<file path="src/rtl/tlvp_pkg.sv">
// ----------------------------------------------------------------------------
// tlvp_pkg: shared types for the TLV record parser
// Byte item, result item, parser phase, byte kinds and the parser state record.
// ----------------------------------------------------------------------------
`default_nettype none

package tlvp_pkg;

  localparam logic [7:0] EXT_MARKER = 8'hFF;

  typedef enum logic [2:0] {
    PH_TAG   = 3'd0,
    PH_LEN   = 3'd1,
    PH_EXTHI = 3'd2,
    PH_EXTLO = 3'd3,
    PH_DATA  = 3'd4
  } phase_t;

  typedef enum logic [2:0] {
    KIND_TAG   = 3'd0,
    KIND_LEN   = 3'd1,
    KIND_EXTHI = 3'd2,
    KIND_EXTLO = 3'd3,
    KIND_DATA  = 3'd4
  } kind_t;

  typedef struct packed {
    logic [7:0] data_byte;
    logic       payload_last;
  } item_t;

  typedef struct packed {
    logic [7:0]  echo_byte;
    logic [2:0]  byte_kind;
    logic [7:0]  record_tag;
    logic [15:0] record_length;
    logic [15:0] data_index;
    logic        record_done;
    logic        payload_end;
    logic        end_status;
  } result_t;

  typedef struct packed {
    phase_t      phase;
    logic [7:0]  held_tag;
    logic [15:0] held_length;
    logic [15:0] bytes_left;
    logic [15:0] byte_position;
  } state_t;

  localparam state_t STATE_CLEAR = '{
    phase:         PH_TAG,
    held_tag:      8'd0,
    held_length:   16'd0,
    bytes_left:    16'd0,
    byte_position: 16'd0
  };

endpackage

`default_nettype wire

</file>
<file path="src/rtl/tlv_record_parser.sv">
// ----------------------------------------------------------------------------
// tlv_record_parser: tag-length-value record parser
// Classifies a payload byte stream into tag, length and data bytes.
// ----------------------------------------------------------------------------
// Usage:
//   item channel   : item_valid / item_stall, payload item (data_byte,
//                    payload_last). A transaction moves when valid is high
//                    and stall is low.
//   result channel : result_valid / result_stall, payload result, one
//                    result transaction for every item transaction, in order.
//   Each result is registered and presented in the cycle after its item is taken.
//   One byte per cycle while no waiting result is stalled; the parser state
//   update loop is made of 16-bit adds and compares.
//   Each byte is tagged with its kind, the record tag, the record length
//   once known and the data index. A 0xFF length byte announces a two-byte
//   big-endian length. The byte marked payload_last reports whether the
//   payload ended on a record boundary, and the parser then restarts at
//   a tag with all state cleared.
//   Reset (rst, synchronous): parser expects a tag, result register empty.
//   Stall: while result_stall holds a waiting result, item_stall is raised
//   in the same cycle; a taken result frees the register for a new byte
//   in that same cycle.
// ----------------------------------------------------------------------------
`default_nettype none

module tlv_record_parser (
  input  wire logic         clk,
  input  wire logic         rst,
  input  wire logic         item_valid,
  output logic              item_stall,
  input  wire tlvp_pkg::item_t item,
  output logic              result_valid,
  input  wire logic         result_stall,
  output tlvp_pkg::result_t result
);

  tlvp_pkg::state_t  state;
  tlvp_pkg::state_t  state_next;
  tlvp_pkg::result_t step_result;
  logic              accept;

  // result register full and not draining: hold the byte source off
  assign item_stall = result_valid & result_stall;
  assign accept     = item_valid & ~item_stall;

  tlvp_step u_step (
    .state      (state),
    .item       (item),
    .state_next (state_next),
    .result     (step_result)
  );

  // parser state advances only on an accepted byte
  always_ff @(posedge clk) begin
    if (rst) begin
      state <= tlvp_pkg::STATE_CLEAR;
    end else if (accept) begin
      state <= state_next;
    end
  end

  tlvp_out_reg u_out_reg (
    .clk       (clk),
    .rst       (rst),
    .load      (accept),
    .load_data (step_result),
    .stall     (result_stall),
    .valid     (result_valid),
    .data      (result)
  );

  // last data byte of a record sits at index length - 1
  a_done_index: assert property (@(posedge clk) disable iff (rst)
    result_valid && result.record_done && result.byte_kind == tlvp_pkg::KIND_DATA
    |-> result.data_index == result.record_length - 16'd1)
    else $error("record end at wrong data index");

  // payload end always returns the parser to the tag phase
  a_restart: assert property (@(posedge clk) disable iff (rst)
    accept && item.payload_last
    |=> state.phase == tlvp_pkg::PH_TAG && state.byte_position == 16'd0)
    else $error("parser did not restart after payload end");

  // truncation is only reported on the final byte
  a_status: assert property (@(posedge clk) disable iff (rst)
    result_valid && result.end_status |-> result.payload_end && !result.record_done)
    else $error("end status outside payload end");

  // a tag byte has no length yet and never closes a record
  a_tag_kind: assert property (@(posedge clk) disable iff (rst)
    result_valid && result.byte_kind == tlvp_pkg::KIND_TAG
    |-> result.record_length == 16'd0 && !result.record_done)
    else $error("tag byte with length or record end");

endmodule

`default_nettype wire

</file>
<file path="src/rtl/tlvp_step.sv">
// ----------------------------------------------------------------------------
// tlvp_step: per-byte parse step
// Classifies one byte against the current state, forms its result and the
// next parser state.
// ----------------------------------------------------------------------------
`default_nettype none

module tlvp_step (
  input  wire tlvp_pkg::state_t state,
  input  wire tlvp_pkg::item_t  item,
  output tlvp_pkg::state_t  state_next,
  output tlvp_pkg::result_t result
);

  logic [7:0]      b;
  logic [15:0]     len;
  logic [15:0]     left_dec;
  logic            done;
  tlvp_pkg::kind_t kind;
  logic [15:0]     rlen;
  logic [15:0]     didx;
  tlvp_pkg::state_t upd;

  assign b        = item.data_byte;
  assign left_dec = state.bytes_left - 16'd1;

  always_comb begin
    upd  = state;
    done = 1'b0;
    kind = tlvp_pkg::KIND_TAG;
    rlen = 16'd0;
    didx = 16'd0;
    len  = 16'd0;
    case (state.phase)
      tlvp_pkg::PH_LEN: begin
        kind = tlvp_pkg::KIND_LEN;
        if (b == tlvp_pkg::EXT_MARKER) begin
          upd.phase = tlvp_pkg::PH_EXTHI;
        end else begin
          len  = {8'd0, b};
          rlen = len;
        end
      end
      tlvp_pkg::PH_EXTHI: begin
        kind            = tlvp_pkg::KIND_EXTHI;
        upd.held_length = {b, 8'd0};
        upd.phase       = tlvp_pkg::PH_EXTLO;
      end
      tlvp_pkg::PH_EXTLO: begin
        kind = tlvp_pkg::KIND_EXTLO;
        len  = state.held_length | {8'd0, b};
        rlen = len;
      end
      tlvp_pkg::PH_DATA: begin
        kind              = tlvp_pkg::KIND_DATA;
        rlen              = state.held_length;
        didx              = state.byte_position;
        upd.byte_position = state.byte_position + 16'd1;
        upd.bytes_left    = left_dec;
        if (left_dec == 16'd0) begin
          done      = 1'b1;
          upd.phase = tlvp_pkg::PH_TAG;
        end
      end
      default: begin
        // unused phase codes act as the tag phase
        kind              = tlvp_pkg::KIND_TAG;
        upd.held_tag      = b;
        upd.held_length   = 16'd0;
        upd.bytes_left    = 16'd0;
        upd.byte_position = 16'd0;
        upd.phase         = tlvp_pkg::PH_LEN;
      end
    endcase

    // known length: start data phase, zero length closes the record here
    if ((state.phase == tlvp_pkg::PH_LEN && b != tlvp_pkg::EXT_MARKER) ||
        state.phase == tlvp_pkg::PH_EXTLO) begin
      upd.held_length   = len;
      upd.bytes_left    = len;
      upd.byte_position = 16'd0;
      if (len == 16'd0) begin
        done      = 1'b1;
        upd.phase = tlvp_pkg::PH_TAG;
      end else begin
        upd.phase = tlvp_pkg::PH_DATA;
      end
    end
  end

  assign state_next = item.payload_last ? tlvp_pkg::STATE_CLEAR : upd;

  assign result.echo_byte     = b;
  assign result.byte_kind     = kind;
  assign result.record_tag    = upd.held_tag;
  assign result.record_length = rlen;
  assign result.data_index    = didx;
  assign result.record_done   = done;
  assign result.payload_end   = item.payload_last;
  assign result.end_status    = item.payload_last & ~done;

endmodule

`default_nettype wire

</file>
<file path="src/rtl/tlvp_out_reg.sv">
// ----------------------------------------------------------------------------
// tlvp_out_reg: result register
// Holds one result transaction until the receiver takes it.
// ----------------------------------------------------------------------------
`default_nettype none

module tlvp_out_reg (
  input  wire logic         clk,
  input  wire logic         rst,
  input  wire logic         load,
  input  wire tlvp_pkg::result_t load_data,
  input  wire logic         stall,
  output logic              valid,
  output tlvp_pkg::result_t data
);

  logic valid_next;

  assign valid_next = load | (valid & stall);

  always_ff @(posedge clk) begin
    if (rst) begin
      valid <= 1'b0;
    end else begin
      valid <= valid_next;
    end
  end

  always_ff @(posedge clk) begin
    if (load) begin
      data <= load_data;
    end
  end

endmodule

`default_nettype wire

</file>
<file path="config.mk">
export PLATFORM = sky130hd
export DESIGN_NAME = tlv_record_parser
export DESIGN_NICKNAME = d
export VERILOG_FILES = /design/src/rtl/tlvp_pkg.sv /design/src/rtl/tlv_record_parser.sv /design/src/rtl/tlvp_step.sv /design/src/rtl/tlvp_out_reg.sv
export SDC_FILE = /design/constraint.sdc
export NUM_CORES = 1
export LEC_CHECK = 0
export BUFFER_PORTS_ARGS = -buffer_cell sky130_fd_sc_hd__buf_2
export CORE_UTILIZATION = 40
export DETAILED_ROUTE_END_ITERATION = 8
export GPL_TIMING_DRIVEN = 1
export PLACE_DENSITY = 0.73
export SKIP_LAST_GASP = 1
export SYNTH_ARGS = -nofsm -noshare
export SYNTH_HDL_FRONTEND = slang
export SYNTH_SLANG_ARGS = --single-unit
</file>
<file path="constraint.sdc">
create_clock -name clk -period 2.15 [get_ports clk]
set_input_delay 0.3225 -clock clk [delete_from_list [all_inputs] [get_ports clk]]
set_output_delay 0.3225 -clock clk [all_outputs]
set_load 0.02 [all_outputs]
</file>
Yosys cells after proc, flatten, opt, wreduce, memory -nomap -nowiden:

Index checks and enable logic that the tools add are counted.

* register bits after elaboration: 114
* bits of input ports: 13
* output and inout bits: 56
* word-level logic and storage cells: 62

* add/subtract/negate cells: 2
* equality and inequality tests: 11
* muxes and demuxes: 18
* bitwise gates (word level): 7
* reduce and logical (&&, ||, !) cells: 10

Operator list (count)
* one-hot mux 16 bit (2 select lines): 2
* one-hot mux 32 bit (2 select lines): 1
* two-way mux 59 bit: 1
* two-way mux 48 bit: 1
* one-hot mux 16 bit (3 select lines): 1
* logical NOT 16 bit: 2
* one-hot mux 3 bit (4 select lines): 2
* adder 16 x 1 -> 16 bit (second input constant): 1
* two-way mux 8 bit: 2
* bitwise OR 16 x 8 -> 16 bit: 1
* subtractor 16 x 1 -> 16 bit (second input constant): 1
* two-way mux 3 bit: 4
* == test 8 bit (second input constant): 1
* inequality test 8 bit (second input constant): 1
* == test 3 x 2 -> 1 bit (second input constant): 2
* inequality test 3 x 1 -> 1 bit (second input constant): 2
* OR reduction 3 bit: 2
* two-way mux 1 bit: 4
* inequality test 4 x 2 -> 1 bit (second input constant): 1
* inequality test 4 x 3 -> 1 bit (second input constant): 1
* AND reduction 2 bit: 2
* AND reduction 4 bit: 1
* OR reduction 4 bit: 1
* bitwise AND 1 bit: 3
* 7 further kinds: 8

Logic depth before layout (Yosys ltp):

* word-level depth: 8
* depth in mapped cells: 9
* depth with buffers taken out: 7

Modules after synthesis:

From an unflattened synthesis, not the netlist that was laid out.

* cell total of the unflattened synthesis: 724
* area total of the unflattened synthesis: 7005.5 um^2

Modules (own cells, without submodules)
* tlv_record_parser: times used 1, cells an instance 258, area each 2855.2 um^2, sequential area each 1181.1 um^2
* tlvp_step: times used 1, cells an instance 409, area each 2499.9 um^2, sequential area each 0.0 um^2
* tlvp_out_reg: times used 1, cells an instance 57, area each 1650.3 um^2, sequential area each 1641.6 um^2

Worst setup path before layout:

OpenSTA, ideal clock, no wires.

* kind: reg-to-reg
* start: register u_out_reg.valid
* end: register, netlist name state[15]
* data arrival time: 2.193 ns
* setup slack: -0.160 ns
* stages on the path, launching flop included: 8
* buffers on the path: 0
* clock period less this slack: 2.310 ns
* path through: dfxtp_1 -> and2_4 -> nand2b_4 -> clkinv_2 -> nand4_1 -> a2111oi_0 -> xnor2_1 -> nor2_1

* word-level cells in the longest chain between the ends: 4

Ends and longest elaborated chain
* start, declared: line tlvp_out_reg.sv:13 `output logic valid,`
* start signal, assigned: line tlvp_out_reg.sv:25 `valid <= valid_next;`
* bitwise AND 1 bit: line tlv_record_parser.sv:43 `assign item_stall = result_valid & result_stall;`
* named net item_stall: line tlv_record_parser.sv:30 `output logic item_stall,`
* inverter 1 bit: line tlv_record_parser.sv:44 `assign accept = item_valid & ~item_stall;`
* bitwise AND 1 bit: line tlv_record_parser.sv:44
* named net accept: line tlv_record_parser.sv:40 `logic accept;`
* AND reduction 2 bit (no line)

The timed path passes the listed nets, and every way through them passes these cells.
A chain may end at the register's enable or synchronous reset.

Final worst setup path:

* start: register, netlist name state[58]
* end: register, netlist name state[31]

* word-level cells in the longest chain between the ends: 5

Ends and longest elaborated chain
* == test 3 x 2 -> 1 bit (tied with other cells): line tlvp_step.sv:34 `case (state.phase)`
* OR reduction 3 bit (no line) or logical AND 1 bit (tied branches)
* one-hot mux 32 bit (2 select lines) or logical OR 1 bit (tied branches): line tlvp_step.sv:34, tlvp_step.sv:77
* two-way mux 48 bit or inequality test 3 x 1 -> 1 bit (tied branches)
* two-way mux 59 bit or AND reduction 2 bit (tied branches)

Parallel ways exist; a longest one is shown, timed or not.

==> flow_summary.ini <==
[finish]
layout_common_cells = buf_2, dfxtp_1, edfxtp_1
final_core_util_pct = 51.1
antenna_cells = 0
layout-drive-gt1-share_pct = 27.3
layout.nets = 560
mostFrequentLayoutCell = buf_2
syn_to_final_growth_pct = 22.8
fillers = 1110

[power_and_ir_drop]
leakage_nw = 2.35
power.internal_mw = 4.17
p_comb_share_pct = 9.4
clockPowerShare_pct = 48.1
p_sw_share_pct = 26.1
seqPwrFrac_pct = 42.5
p_sw_mw = 1.47
p_per_area_nw_per_um2 = 904
power_mw = 5.64
ir_drop_v = 0.000383

[clock_tree]
clk_pin_slew_ns = 0.06
clk_latency_ns = 0.42
cts_buffers = 17
clock-sinks = 114
cts-root-buf = clkbuf_16
ctsHoldBuffers = 0
clk_path_buf_depth = 2
h-tree-depth = 4
cts_tree = yes

[synthesis]
syn-num-nets = 475
async_flop_share_pct = 0
ys_seq_area_share_pct = 55.5
syn_area_per_cell_um2 = 11.1
syn_area_um2 = 5080
synth_top_cell_by_area = edfxtp_1
synth_edf_count = 54
ys.flop_type = dfxtp_1
synth-seq-cells = 114
synth_cell_types = 63
ys.warnings.count = 0
ys_top_cells_by_area = edfxtp_1, dfxtp_1, a22o_1
syn-instance-count = 459
synth_top_area_share_pct = 31.9

[sta]
fin_skew_ns = 0.0114
fmax_ghz = 0.490
hold_viol = 0
post-route-period-util_pct = 94.8
tns_ns = 0
tightest_slew_ns = 0.764
timing.hold.ws_ns = 0.163
min_period_ns = 2.04
rsz0062_at_grt = false
finalMaxSlewViolations = 0
max_slew_margin_pct = 48.6
setup-violations-final = 0

[run_status]
status = complete, no violations

[detailed_routing]
dr_total_vias = 3993
ant_nets = 0
drt_iter0_drc = 417
drc = 0
vias_per_cell = 5.51
avgRoutedWirePerCell_um = 17.2
wl_um = 12500
first_pass_iters = 5

[global_routing]
grt_antenna_before_repair = 0
grt_remaining_overflow = 0
grt_pass1_wl_um = 19600
grt.total_usage_pct = 19.8
grt_pass1_vias = 3845
grt_max_degree = 45

[placed_design]
dp_hpwl_um = 8330
port_buffers = 68
place.gp.congestion = 0.867

[critical_path]
crit_slowest_cell = or3_1
critPathCaptureType = register
timing.critical_path.cells = and2b_2 -> o21ai_1 -> a21o_1 -> or3_1 -> o32ai_1
required_ns = 2.47
critical_path.top_delay_family = compound AO/OA/AOI/OAI gates
path_class = register to register
critPathBufInv = 0
slowest_delay_ns = 0.46
crit_arrival_ns = 2.36
start_kind = register
cp_max_fo = 10

[hold_path]
hold_class = primary input to register

[floorplan]
die-width_um = 115
pin_count = 69
die_y_um = 115
core_area_um2 = 12200
rows = 40
die_area_um2 = 13200
start_util_pct = 41.6

[flow_run]
cap_viol_max_count = 0
-- sequential cells by signal (all words and copies together) (netlist names) --
signal / flops
state: 59
u_out_reg.valid: 1
u_out_reg.data: 54
-- stage by stage --
step                      instances  setup slack [ns]  cell area [um^2]
after CTS                       725            0.0510              6240
final                           725             0.111              6240
after global placement          693             0.108              5660
after global routing            725            0.0250              6240
after floorplan                 459            0.0917              5090
after detailed placement        693            0.0638              5660
-- area by class of cell --
type                            count  area (um^2)  share of cell area (%)
Sequential cell                   114         2820                    45.2
Multi-Input combinational cell    310         2080                    33.3
Timing Repair Buffer               92          520                    8.34
Clock buffer                       17          425                    6.81
Tap cell                          168          210                    3.37
Clock inverter                     15          148                    2.36
Inverter                            9         38.8                   0.621
-- metal layers --
metal	vias up	part of all wire, %	GRT usage, %
met4	0	2.1	9.44
met1	1922	44	25.5
met3	28	5.8	5.29
met5	-	0	0
met2	143	48	30.9
li1	1900	-	-
-- worst min-delay path: cells and delay by family --
| kind | cells | cell delay [ns] |
|---|---|---|
| and+or+nand+nor | 2 | 0.12 |
| buffers and inverters | 1 | 0.11 |
-- Yosys cell counts, types with 7 or more instances --
cell type	instances
nand4_1	12
edfxtp_1	54
nor3_1	12
o21ai_0	17
or3_1	7
xnor2_1	16
mux2_2	8
dfxtp_1	60
nor2_1	39
and2_1	24
a22oi_1	12
inv_1	8
nand3_1	8
nand2_1	19
o2bb2ai_1	7
a22o_1	24
clkbuf_1	11
a21oi_1	26
-- power groups by stage --
stage | sequential, mW | combinational [mW] | clock, mW
6_report | 2.40 | 0.531 | 2.71
5_1_grt | 2.41 | 0.569 | 2.83
4_1_cts | 2.40 | 0.528 | 2.75
3_5_place_dp | 2.44 | 0.524 | 0
3_3_place_gp | 2.44 | 0.514 | 0
2_1_floorplan | 2.52 | 0.268 | 0
-- what timing repair did --
action,CTS,global route
buffers inserted,0,0
gates resized for setup,0,4
endpoints found under the setup margin,0,19
-- logic make-up (layout without fill, tap and decap cells) --
logic type / after synthesis / count (layout) / synth area share [%]
xor gates and xnor gates: 19 / 19 / 3.27
DFF: 114 / 114 / 55.5
buffers and inverters: 35 / 133 / 3.72
adders and majority gates: 3 / 3 / 0.739
muxes: 12 / 12 / 2.56
AOI/OAI and AO/OA: 113 / 113 / 15.6
and+or+nand+nor: 163 / 163 / 18.6
-- worst paths after layout --
kind | from | end | slack (ns) | cells after the start
setup reg to reg | state[58] | state[31] | 0.11 | 5
hold / removal | item_valid | u_out_reg.valid | 0.16 | 3
hold reg to reg | state[14] | state[14] | 0.49 | 2
setup / recovery | state[58] | state[31] | 0.11 | 5
No activity file was read; power rests on OpenSTA's default activity.
